===== config.mk =====
export PLATFORM = sky130hd
export DESIGN_NAME = resonant_four_pole_filter_flat
export DESIGN_NICKNAME = d
export VERILOG_FILES = /design/src/rfpf_pkg.sv /design/src/rfpf_req_if.sv /design/src/rfpf_rsp_if.sv /design/src/rfpf_csr.sv /design/src/rfpf_seq.sv /design/src/rfpf_datapath.sv /design/src/resonant_four_pole_filter.sv /design/src/flat_wrapper.sv
export SDC_FILE = /design/constraint.sdc
export NUM_CORES = 2
export LEC_CHECK = 0
export BUFFER_PORTS_ARGS = -buffer_cell sky130_fd_sc_hd__buf_2
export CAP_MARGIN = 15
export CORE_MARGIN = 1
export CORE_UTILIZATION = 60
export CTS_BUF_LIST = sky130_fd_sc_hd__clkbuf_8
export DETAILED_ROUTE_END_ITERATION = 6
export PLACE_DENSITY = 0.85
export SYNTH_ARGS = -nofsm -noshare
export SYNTH_HDL_FRONTEND = slang
export SYNTH_SLANG_ARGS = --single-unit

===== constraint.sdc =====
create_clock -name clock -period 23.7 [get_ports clock]
set_input_delay 1.185 -clock clock [delete_from_list [all_inputs] [get_ports clock]]
set_output_delay 1.185 -clock clock [all_outputs]
set_load 0.1 [all_outputs]

===== src/rfpf_pkg.sv =====
// Shared types, register map and microcode ROM of the resonant four-pole filter.
`default_nettype none
package rfpf_pkg;

   // Configuration register map
   localparam int CSR_ADDR_BITS = 4;
   localparam int CSR_DATA_BITS = 32;
   localparam int REG_IDX_BITS  = 2;

   localparam logic [REG_IDX_BITS-1:0] REG_CUTOFF   = 2'd0;
   localparam logic [REG_IDX_BITS-1:0] REG_FEEDBACK = 2'd1;
   localparam logic [REG_IDX_BITS-1:0] REG_MODE     = 2'd2;

   localparam int CFG_COEFF_BITS = 16;
   localparam int MODE_BITS      = 2;

   localparam logic [CFG_COEFF_BITS-1:0] CUTOFF_RESET   = 16'd8192;
   localparam logic [CFG_COEFF_BITS-1:0] FEEDBACK_RESET = 16'd0;

   localparam logic [MODE_BITS-1:0] MODE_LOWPASS  = 2'd0;
   localparam logic [MODE_BITS-1:0] MODE_HIGHPASS = 2'd1;
   localparam logic [MODE_BITS-1:0] MODE_BANDPASS = 2'd2;

   typedef struct packed {
      logic [CFG_COEFF_BITS-1:0] cutoff;
      logic [CFG_COEFF_BITS-1:0] feedback;
      logic [MODE_BITS-1:0]      mode;
   } cfg_type;

   // Datapath operations, one per microcode step
   typedef enum logic [2:0] {
      OP_LOAD_IN,   // wait for and capture the input sample
      OP_DIFF_FB,   // diff = sat(s0 - s1) for the resonance term
      OP_MUL_FB,    // prod = fb * diff
      OP_TARGET,    // diff = sat(sat(x - s0) + (prod >> fb frac))
      OP_MUL_A,     // prod = a * diff
      OP_UPDATE,    // new = sat(s + (prod >> coeff bits)), rotate stage ring
      OP_DIFF,      // diff = sat(prev_new - s)
      OP_OUTPUT     // load the output register
   } alu_op_type;

   typedef enum logic [1:0] {
      COND_NEVER,
      COND_NO_REQ,
      COND_RSP_BUSY
   } cond_type;

   localparam int STEP_BITS = 4;
   localparam logic [STEP_BITS-1:0] STEP_FIRST = 4'd0;
   localparam logic [STEP_BITS-1:0] STEP_LAST  = 4'd15;

   typedef struct packed {
      alu_op_type           op;
      cond_type             cond;
      logic [STEP_BITS-1:0] target;
   } uword_type;

   typedef struct packed {
      logic req_valid;
      logic rsp_busy;
   } status_type;

   // Microcode ROM: jump is taken while the condition holds
   function automatic uword_type ucode(input logic [STEP_BITS-1:0] step);
      uword_type word;
      case (step)
         4'd0:  word = '{OP_LOAD_IN, COND_NO_REQ,   STEP_FIRST};
         4'd1:  word = '{OP_DIFF_FB, COND_NEVER,    STEP_FIRST};
         4'd2:  word = '{OP_MUL_FB,  COND_NEVER,    STEP_FIRST};
         4'd3:  word = '{OP_TARGET,  COND_NEVER,    STEP_FIRST};
         4'd4:  word = '{OP_MUL_A,   COND_NEVER,    STEP_FIRST};
         4'd5:  word = '{OP_UPDATE,  COND_NEVER,    STEP_FIRST};
         4'd6:  word = '{OP_DIFF,    COND_NEVER,    STEP_FIRST};
         4'd7:  word = '{OP_MUL_A,   COND_NEVER,    STEP_FIRST};
         4'd8:  word = '{OP_UPDATE,  COND_NEVER,    STEP_FIRST};
         4'd9:  word = '{OP_DIFF,    COND_NEVER,    STEP_FIRST};
         4'd10: word = '{OP_MUL_A,   COND_NEVER,    STEP_FIRST};
         4'd11: word = '{OP_UPDATE,  COND_NEVER,    STEP_FIRST};
         4'd12: word = '{OP_DIFF,    COND_NEVER,    STEP_FIRST};
         4'd13: word = '{OP_MUL_A,   COND_NEVER,    STEP_FIRST};
         4'd14: word = '{OP_UPDATE,  COND_NEVER,    STEP_FIRST};
         4'd15: word = '{OP_OUTPUT,  COND_RSP_BUSY, STEP_LAST};
         default: word = '{OP_LOAD_IN, COND_NO_REQ, STEP_FIRST};
      endcase
      return word;
   endfunction

endpackage
`default_nettype wire


===== src/rfpf_req_if.sv =====
// Input sample channel: valid/ready handshake with one sample.
`default_nettype none
interface rfpf_req_if #(
   parameter int SAMPLE_BITS = 16
);
   logic                   valid;
   logic                   ready;
   logic [SAMPLE_BITS-1:0] sample_in;

   modport source (output valid, output sample_in, input ready);
   modport sink (input valid, input sample_in, output ready);
endinterface
`default_nettype wire


===== src/rfpf_rsp_if.sv =====
// Result sample channel: valid/ready handshake with one filtered sample.
`default_nettype none
interface rfpf_rsp_if #(
   parameter int SAMPLE_BITS = 16
);
   logic                   valid;
   logic                   ready;
   logic [SAMPLE_BITS-1:0] sample_out;

   modport source (output valid, output sample_out, input ready);
   modport sink (input valid, input sample_out, output ready);
endinterface
`default_nettype wire


===== src/rfpf_csr.sv =====
// APB-style configuration registers: cutoff coefficient, feedback gain, mode.
`default_nettype none
module rfpf_csr (
   input  logic                                clock,
   input  logic                                reset,
   input  logic                                psel,
   input  logic                                penable,
   input  logic                                pwrite,
   input  logic [rfpf_pkg::CSR_ADDR_BITS-1:0]  paddr,
   input  logic [rfpf_pkg::CSR_DATA_BITS-1:0]  pwdata,
   output logic [rfpf_pkg::CSR_DATA_BITS-1:0]  prdata,
   output logic                                pready,
   output rfpf_pkg::cfg_type                   cfg
);
   rfpf_pkg::cfg_type                    cfg_ff;
   rfpf_pkg::cfg_type                    cfg_in;
   logic                                 wr_en;
   logic [rfpf_pkg::REG_IDX_BITS-1:0]    reg_idx;

   assign pready  = 1'b1;
   assign wr_en   = psel && penable && pwrite;
   assign reg_idx = paddr[rfpf_pkg::CSR_ADDR_BITS-1:2];

   always_comb begin
      cfg_in = cfg_ff;
      if (wr_en) begin
         case (reg_idx)
            rfpf_pkg::REG_CUTOFF:
               cfg_in.cutoff = pwdata[rfpf_pkg::CFG_COEFF_BITS-1:0];
            rfpf_pkg::REG_FEEDBACK:
               cfg_in.feedback = pwdata[rfpf_pkg::CFG_COEFF_BITS-1:0];
            rfpf_pkg::REG_MODE:
               cfg_in.mode = pwdata[rfpf_pkg::MODE_BITS-1:0];
            default: ;
         endcase
      end
   end

   always_ff @(posedge clock) begin
      if (reset) begin
         cfg_ff.cutoff   <= rfpf_pkg::CUTOFF_RESET;
         cfg_ff.feedback <= rfpf_pkg::FEEDBACK_RESET;
         cfg_ff.mode     <= rfpf_pkg::MODE_LOWPASS;
      end else begin
         cfg_ff <= cfg_in;
      end
   end

   always_comb begin
      prdata = '0;
      case (reg_idx)
         rfpf_pkg::REG_CUTOFF:   prdata[rfpf_pkg::CFG_COEFF_BITS-1:0] = cfg_ff.cutoff;
         rfpf_pkg::REG_FEEDBACK: prdata[rfpf_pkg::CFG_COEFF_BITS-1:0] = cfg_ff.feedback;
         rfpf_pkg::REG_MODE:     prdata[rfpf_pkg::MODE_BITS-1:0]      = cfg_ff.mode;
         default:                prdata = '0;
      endcase
   end

   assign cfg = cfg_ff;
endmodule
`default_nettype wire


===== src/rfpf_seq.sv =====
// Microcode sequencer: step counter, ROM lookup and conditional jumps.
`default_nettype none
module rfpf_seq (
   input  logic                  clock,
   input  logic                  reset,
   input  rfpf_pkg::status_type  status,
   output rfpf_pkg::alu_op_type  op
);
   logic [rfpf_pkg::STEP_BITS-1:0] step_ff;
   logic [rfpf_pkg::STEP_BITS-1:0] step_in;
   rfpf_pkg::uword_type            uword;
   logic                           jump;

   assign uword = rfpf_pkg::ucode(step_ff);

   always_comb begin
      case (uword.cond)
         rfpf_pkg::COND_NEVER:    jump = 1'b0;
         rfpf_pkg::COND_NO_REQ:   jump = !status.req_valid;
         rfpf_pkg::COND_RSP_BUSY: jump = status.rsp_busy;
         default:                 jump = 1'b0;
      endcase
      // last step wraps to the first through the increment
      step_in = jump ? uword.target : step_ff + 4'd1;
   end

   always_ff @(posedge clock) begin
      if (reset) begin
         step_ff <= rfpf_pkg::STEP_FIRST;
      end else begin
         step_ff <= step_in;
      end
   end

   assign op = uword.op;
endmodule
`default_nettype wire


===== src/rfpf_datapath.sv =====
// Filter datapath: stage ring, shared multiplier, saturating adder, output register.
`default_nettype none
module rfpf_datapath #(
   parameter int SAMPLE_BITS = 16,
   parameter int STATE_BITS  = 24,
   parameter int COEFF_BITS  = 16
) (
   input  logic                   clock,
   input  logic                   reset,
   input  rfpf_pkg::alu_op_type   op,
   input  rfpf_pkg::cfg_type      cfg,
   input  logic                   req_valid,
   input  logic [SAMPLE_BITS-1:0] req_sample,
   output logic                   req_ready,
   input  logic                   rsp_ready,
   output logic                   rsp_valid,
   output logic [SAMPLE_BITS-1:0] rsp_sample,
   output rfpf_pkg::status_type   status
);
   localparam int PROD_BITS    = COEFF_BITS + STATE_BITS + 1;
   localparam int BASE_BITS    = (PROD_BITS > SAMPLE_BITS + 1) ? PROD_BITS : SAMPLE_BITS + 1;
   localparam int WIDE_BITS    = BASE_BITS + 2;
   localparam int FB_FRAC_BITS = COEFF_BITS - 4;
   localparam int NUM_STAGES   = 4;

   typedef logic signed [WIDE_BITS-1:0] wide_type;

   function automatic wide_type sat(input wide_type v, input int n);
      wide_type hi;
      wide_type lo;
      hi = (wide_type'(1) <<< (n - 1)) - wide_type'(1);
      lo = ~hi;
      if (v > hi) begin
         return hi;
      end else if (v < lo) begin
         return lo;
      end
      return v;
   endfunction

   logic signed [SAMPLE_BITS-1:0] x_ff;
   logic signed [STATE_BITS-1:0]  ring_ff [NUM_STAGES];
   logic signed [STATE_BITS-1:0]  prev_ff;
   logic signed [STATE_BITS-1:0]  diff_ff;
   logic signed [STATE_BITS-1:0]  diff_in;
   logic signed [PROD_BITS-1:0]   prod_ff;
   logic signed [PROD_BITS-1:0]   prod_in;
   logic [SAMPLE_BITS-1:0]        out_ff;
   logic [SAMPLE_BITS-1:0]        out_in;
   logic                          rsp_valid_ff;

   logic [31:0]                   cut_wide;
   logic [31:0]                   fb_wide;
   logic [COEFF_BITS-1:0]         coef;
   logic signed [COEFF_BITS:0]    coef_s;

   wide_type s0_w, s1_w, s3_w, x_w, prev_w, prod_w;
   wide_type diff_fb_w, target_w, update_w, diff_w, sel_w, out_w;
   logic signed [STATE_BITS-1:0]  update_v;
   logic                          rsp_busy;
   logic                          out_load;

   assign cut_wide = {16'd0, cfg.cutoff};
   assign fb_wide  = {16'd0, cfg.feedback};
   assign coef     = (op == rfpf_pkg::OP_MUL_FB) ? fb_wide[COEFF_BITS-1:0]
                                                 : cut_wide[COEFF_BITS-1:0];
   assign coef_s   = $signed({1'b0, coef});
   assign prod_in  = PROD_BITS'(coef_s) * PROD_BITS'(diff_ff);

   assign rsp_busy  = rsp_valid_ff && !rsp_ready;
   assign req_ready = (op == rfpf_pkg::OP_LOAD_IN);
   assign out_load  = (op == rfpf_pkg::OP_OUTPUT) && !rsp_busy;

   always_comb begin
      s0_w   = wide_type'(ring_ff[0]);
      s1_w   = wide_type'(ring_ff[1]);
      s3_w   = wide_type'(ring_ff[NUM_STAGES-1]);
      x_w    = wide_type'(x_ff);
      prev_w = wide_type'(prev_ff);
      prod_w = wide_type'(prod_ff);

      diff_fb_w = sat(s0_w - s1_w, STATE_BITS);
      // drive of stage one with resonance added
      target_w  = sat(sat(x_w - s0_w, STATE_BITS + 1) + (prod_w >>> FB_FRAC_BITS),
                      STATE_BITS);
      update_w  = sat(s0_w + (prod_w >>> COEFF_BITS), STATE_BITS);
      diff_w    = sat(prev_w - s0_w, STATE_BITS);
      update_v  = update_w[STATE_BITS-1:0];

      // ring is back in order at the output step: ring[0] = s0, last = s3
      case (cfg.mode)
         rfpf_pkg::MODE_LOWPASS:  sel_w = s3_w;
         rfpf_pkg::MODE_HIGHPASS: sel_w = x_w - s3_w;
         rfpf_pkg::MODE_BANDPASS: sel_w = s0_w - s3_w;
         default:                 sel_w = '0;
      endcase
      out_w  = sat(sel_w, SAMPLE_BITS);
      out_in = out_w[SAMPLE_BITS-1:0];

      case (op)
         rfpf_pkg::OP_DIFF_FB: diff_in = diff_fb_w[STATE_BITS-1:0];
         rfpf_pkg::OP_TARGET:  diff_in = target_w[STATE_BITS-1:0];
         rfpf_pkg::OP_DIFF:    diff_in = diff_w[STATE_BITS-1:0];
         default:              diff_in = diff_ff;
      endcase
   end

   always_ff @(posedge clock) begin
      if (reset) begin
         for (int i = 0; i < NUM_STAGES; i++) begin
            ring_ff[i] <= '0;
         end
      end else if (op == rfpf_pkg::OP_UPDATE) begin
         for (int i = 0; i < NUM_STAGES - 1; i++) begin
            ring_ff[i] <= ring_ff[i+1];
         end
         ring_ff[NUM_STAGES-1] <= update_v;
      end
   end

   always_ff @(posedge clock) begin
      if (reset) begin
         rsp_valid_ff <= 1'b0;
      end else if (out_load) begin
         rsp_valid_ff <= 1'b1;
      end else if (rsp_ready) begin
         rsp_valid_ff <= 1'b0;
      end
   end

   always_ff @(posedge clock) begin
      if (req_ready && req_valid) begin
         x_ff <= req_sample;
      end
      if (op == rfpf_pkg::OP_UPDATE) begin
         prev_ff <= update_v;
      end
      diff_ff <= diff_in;
      if (op == rfpf_pkg::OP_MUL_FB || op == rfpf_pkg::OP_MUL_A) begin
         prod_ff <= prod_in;
      end
      if (out_load) begin
         out_ff <= out_in;
      end
   end

   assign rsp_valid        = rsp_valid_ff;
   assign rsp_sample       = out_ff;
   assign status.req_valid = req_valid;
   assign status.rsp_busy  = rsp_busy;
endmodule
`default_nettype wire


===== src/resonant_four_pole_filter.sv =====
// Resonant four-pole cascade filter: four one-pole stages with resonance feedback.
//
// Samples arrive on req_chan (valid/ready, one signed sample per transfer) and
// filtered samples leave on rsp_chan, one result per input sample, in order.
// A microcoded sequencer runs a 16-step program per sample over one shared
// multiplier: five products (resonance plus four stages), each followed by a
// saturating add, with the stage values held in a rotating register ring.
// A new sample is taken only after the result of the previous one has been
// loaded into the output register.
// The APB port sets the cutoff coefficient, feedback gain and output mode
// (lowpass, highpass, bandpass); write it only while the filter is idle.
// Reset clears the four stages, sets the registers to their defaults and
// starts the program at its input step.
// If the receiver stalls, the finished result waits in the output register;
// the next sample is still taken and processed, and the program holds at its
// output step until the register is free.
`default_nettype none
module resonant_four_pole_filter #(
   parameter int SAMPLE_BITS = 16,
   parameter int STATE_BITS  = 24,
   parameter int COEFF_BITS  = 16
) (
   input  logic                               clock,
   input  logic                               reset,
   rfpf_req_if.sink                           req_chan,
   rfpf_rsp_if.source                         rsp_chan,
   input  logic                               psel,
   input  logic                               penable,
   input  logic                               pwrite,
   input  logic [rfpf_pkg::CSR_ADDR_BITS-1:0] paddr,
   input  logic [rfpf_pkg::CSR_DATA_BITS-1:0] pwdata,
   output logic [rfpf_pkg::CSR_DATA_BITS-1:0] prdata,
   output logic                               pready
);
   rfpf_pkg::cfg_type      cfg;
   rfpf_pkg::alu_op_type   op;
   rfpf_pkg::status_type   status;
   logic [SAMPLE_BITS-1:0] req_sample;
   logic [SAMPLE_BITS-1:0] rsp_sample;
   logic                   req_ready;
   logic                   rsp_valid;

   assign req_sample          = req_chan.sample_in;
   assign req_chan.ready      = req_ready;
   assign rsp_chan.valid      = rsp_valid;
   assign rsp_chan.sample_out = rsp_sample;

   rfpf_csr u_csr (
      .clock   (clock),
      .reset   (reset),
      .psel    (psel),
      .penable (penable),
      .pwrite  (pwrite),
      .paddr   (paddr),
      .pwdata  (pwdata),
      .prdata  (prdata),
      .pready  (pready),
      .cfg     (cfg)
   );

   rfpf_seq u_seq (
      .clock  (clock),
      .reset  (reset),
      .status (status),
      .op     (op)
   );

   rfpf_datapath #(
      .SAMPLE_BITS (SAMPLE_BITS),
      .STATE_BITS  (STATE_BITS),
      .COEFF_BITS  (COEFF_BITS)
   ) u_datapath (
      .clock      (clock),
      .reset      (reset),
      .op         (op),
      .cfg        (cfg),
      .req_valid  (req_chan.valid),
      .req_sample (req_sample),
      .req_ready  (req_ready),
      .rsp_ready  (rsp_chan.ready),
      .rsp_valid  (rsp_valid),
      .rsp_sample (rsp_sample),
      .status     (status)
   );
endmodule
`default_nettype wire

===== src/flat_wrapper.sv =====
// flat-port wrapper written by rule: the top's interface ports become plain ports
module resonant_four_pole_filter_flat 
#(
   parameter int SAMPLE_BITS = 16,
   parameter int STATE_BITS  = 24,
   parameter int COEFF_BITS  = 16
)
  (clock, reset, psel, penable, pwrite, paddr, pwdata, prdata, pready, req_chan_valid, req_chan_sample_in, req_chan_ready, rsp_chan_valid, rsp_chan_sample_out, rsp_chan_ready);
  rfpf_req_if #(.SAMPLE_BITS(SAMPLE_BITS)) req_chan_i ();
  rfpf_rsp_if #(.SAMPLE_BITS(SAMPLE_BITS)) rsp_chan_i ();
  input  logic clock;
  input  logic reset;
  input  logic psel;
  input  logic penable;
  input  logic pwrite;
  input  logic [rfpf_pkg::CSR_ADDR_BITS-1:0] paddr;
  input  logic [rfpf_pkg::CSR_DATA_BITS-1:0] pwdata;
  output logic [rfpf_pkg::CSR_DATA_BITS-1:0] prdata;
  output logic pready;
  input wire logic [$bits(req_chan_i.valid)-1:0] req_chan_valid;
  input wire logic [$bits(req_chan_i.sample_in)-1:0] req_chan_sample_in;
  output wire logic [$bits(req_chan_i.ready)-1:0] req_chan_ready;
  output wire logic [$bits(rsp_chan_i.valid)-1:0] rsp_chan_valid;
  output wire logic [$bits(rsp_chan_i.sample_out)-1:0] rsp_chan_sample_out;
  input wire logic [$bits(rsp_chan_i.ready)-1:0] rsp_chan_ready;
  assign req_chan_i.valid = req_chan_valid;
  assign req_chan_i.sample_in = req_chan_sample_in;
  assign req_chan_ready = req_chan_i.ready;
  assign rsp_chan_valid = rsp_chan_i.valid;
  assign rsp_chan_sample_out = rsp_chan_i.sample_out;
  assign rsp_chan_i.ready = rsp_chan_ready;
  resonant_four_pole_filter #(.SAMPLE_BITS(SAMPLE_BITS), .STATE_BITS(STATE_BITS), .COEFF_BITS(COEFF_BITS)) u_core (.clock(clock), .reset(reset), .req_chan(req_chan_i), .rsp_chan(rsp_chan_i), .psel(psel), .penable(penable), .pwrite(pwrite), .paddr(paddr), .pwdata(pwdata), .prdata(prdata), .pready(pready));
endmodule

==> metrics <==
Cell Rows=84; overall fraction of global-route tracks in use=29.6%; global-route met3 utilization=4.62%; crit path time final=9160 ps; startpoint type of the worst setup path=register; cells along the critical path=nor2b_1, nor2b_2, mux2_2, nand2_1, fa_1, inv_1, fa_1, fa_1, fa_1, inv_1, fa_1, inv_1, fa_1, ha_1, a21o_1, a21o_1, and3_1, o31ai_1, nand3_1, a311oi_1, o32ai_1, a21oi_1, o21bai_1, xnor2_1; cell with the largest stage delay on the worst path=nor2b_2; synthesized area per cell=9.09 µm²; count of mapped cells out of synthesis=3500; fill count=4159; met2 GRT Util=49.7%; WS Path Type=reg2reg; static leakage=14.6 nW; ratio of total power to cell area=102 nW/µm²; setup clock skew after layout=46.0 ps; measured slew at the worst slew-check pin=1040 ps; routing layer with the top usage in global route=met2; Synth Cell Area=31800 µm²; area leader, netlist=fa_1; area occupied by registers=7040 µm²; Gates resized, CTS repair=0; WP data required=24030 ps; hold buffers post-CTS=0; ratio of cells with drive above 1 in the final layout=6.41%; run status=finished clean; count of flip-flops with a built-in enable after synthesis=205; cell types occupying the most area after synthesis=fa_1, edfxtp_1, ha_1; die outline width=232 µm; floorplan core area=52400 µm²; final routed wire length divided by cell count=18.1 µm; Relative slew margins=30.6%; final-layout worst hold slack=467 ps; initial antenna violation count=1; portion of the post-synthesis area used by sequential elements=22.1%; final antenna-violating net count=0; number of global-route vias before repair=25.7k; Hold Path Class=reg2reg; number of remaining DRC errors=0; Total Power Consumption=3.41 mW; most instantiated flip-flop cell in the synthesis netlist=edfxtp_1; worst-skew pair later-pin latency=630 ps; final RePlAce weighted congestion=0.951; cell with the most instances after synthesis=inv_1; Yosys reg bits=249; commonest cells in the netlist=inv_1, nand2_1, fa_1; Pre-antenna DRT Iters=5; Period Utilization, post-route=38.6%; total congestion overflow after global routing=0; height of the die=232 µm; CTS tree=built; distinct cell type count of the synthesized netlist=84; vias per std cell=5.90; H-tree depth=2; Final Hold Vio Count=0; final count of negative-setup-slack endpoints=0; first-pass GRT wire length=128000 µm; peak clock frequency supported by timing=109 MHz; number of port buffers=74; Ports=110; share of synthesized registers carrying an async set or reset=0%; routed via count=24.9k; post-CTS setup-driven buffer insertion count=0; met1 capacity usage during global routing=38.9%; max_cap viols=0; Max Buffers Root-to-Sink=3; arrival time reported for the critical path endpoint=9490 ps; Critical Path Most Common Cell=fa_1; number of clock buffers inserted by TritonCTS=42; worst vdd rail ir drop=0.0870 mV; Yosys warning total=0; Slew Limit Fails=0; number of clock sinks=249; WL final=76700 µm; Root Buffer Master=clkbuf_8; worst stage delay on the critical path=890 ps; initial core utilization=60.7%; pin count of the biggest net entering global routing=88; NumNets Final=4205; DPL Wire Length=60100 µm; RSZ-0062 raised after global routing=false; TNS Setup=0 ps; critical path capture point type=register; Die Area=53900 µm²; clock-pin transition on the worst setup and hold timing paths=70 ps; area growth from synthesis to final layout=5.24%; violation count after the first detailed-routing iteration=1761; maximum fanout along the worst path=24; area share of the largest cell type after synthesis=24.0%; Multi-input gate area=22200 µm²
[through the flow]
step                area (µm²)  utilization [%]  cells  setup slack (ps)
floorplan                31900                -   3515             15890
global placement         32700             62.3   4148             14760
detailed placement       32700             62.3   4148             14790
CTS                      33500             63.8   4226             14630
global route             33500             63.8   4228             14010
finish                   33500             63.8   4228             14540
[layer usage]
metal | wire [µm] | up-vias
met5 | 0 | -
li1 | - | 11593
met3 | 5870 | 152
met2 | 37100 | 972
met4 | 2410 | 0
met1 | 31300 | 12216
[logic make-up after synthesis]
kind of cell / count (synthesis) / synth area share (%)
XOR/XNOR: 142 / 3.91
adder cells (fa/ha/maj): 641 / 34.2
AND/OR/NAND/NOR: 1067 / 16.4
buffers and inverters: 700 / 8.53
AO/OA/AOI/OAI: 650 / 13.2
flip-flops: 249 / 22.1
multiplexers: 49 / 1.64
other: 2 / 0.0236
[flip-flops by register name, indices dropped and copies added (netlist names)]
| signal | count |
|---|---|
| u_core.u_datapath.prev_ff | 24 |
| u_core.u_datapath.x_ff | 16 |
| u_core.u_datapath.diff_ff | 24 |
| u_core.u_seq.step_ff | 4 |
| u_core.u_datapath.ring_ff | 96 |
| u_core.u_datapath.prod_ff | 29 |
| u_core.u_seq.uword | 5 |
| u_core.u_datapath.rsp_sample | 16 |
| u_core.u_csr.cfg | 34 |
| u_core.u_datapath.rsp_valid | 1 |
[critical path, delay by kind of cell, from the launching register on]
| kind | cells | cell delay, ps |
|---|---|---|
| XOR/XNOR | 1 | 130 |
| multiplexers | 1 | 710 |
| buffers and inverters | 3 | 170 |
| AND/OR/NAND/NOR | 5 | 1910 |
| flip-flops | 1 | 550 |
| AO/OA/AOI/OAI | 7 | 1880 |
| adder cells (fa/ha/maj) | 7 | 3500 |
[placed cells by master, fill, tap and decap left out, types with 18 or more instances in the layout]
| master | n |
|---|---|
| mux2_2 | 26 |
| edfxtp_1 | 205 |
| dfxtp_1 | 44 |
| nand3_1 | 52 |
| mux2i_1 | 18 |
| buf_4 | 25 |
| buf_2 | 74 |
| clkbuf_8 | 47 |
| and2_1 | 97 |
| nand2b_1 | 31 |
| o21a_1 | 36 |
| a211oi_1 | 24 |
| xnor2_1 | 105 |
| a21o_1 | 66 |
| a21oi_1 | 195 |
| nor2_1 | 146 |
| xor2_1 | 37 |
| and3_1 | 21 |
| nand2_1 | 396 |
| nor2b_1 | 148 |
| ha_1 | 260 |
| o21ai_0 | 137 |
| o21bai_1 | 19 |
| inv_1 | 557 |
| a31oi_1 | 21 |
| nand4_1 | 22 |
| nor3_1 | 85 |
| fa_1 | 381 |
[final timing paths]
check | from | endpoint | slack [ps] | cells after the start
min | u_core.u_csr.cfg[19] | u_core.u_csr.cfg[19] | 470 | 2
min reg2reg | u_core.u_csr.cfg[19] | u_core.u_csr.cfg[19] | 470 | 2
max | u_core.u_seq.uword[7] | u_core.u_datapath.prod_ff[40] | 14540 | 24
max reg2reg | u_core.u_seq.uword[7] | u_core.u_datapath.prod_ff[40] | 14540 | 24
[cell type report]
type | instances | share of cell area (%)
Clock inverter | 31 | 0.467
Antenna cell | 1 | 0.00747
Inverter | 546 | 6.12
Timing Repair Buffer | 100 | 1.71
Tap cell | 688 | 2.57
Sequential cell | 249 | 21.0
Clock buffer | 47 | 1.93
Multi-Input combinational cell | 2566 | 66.2
[report_power, final]
part / total [mW] / internal [mW] / switching, mW
clock network: 0.374 / 0.185 / 0.189
logic: 2.19 / 0.883 / 1.31
registers: 0.842 / 0.642 / 0.200
total: 3.41 / 1.71 / 1.70
Power figures use the tool's default switching activity.
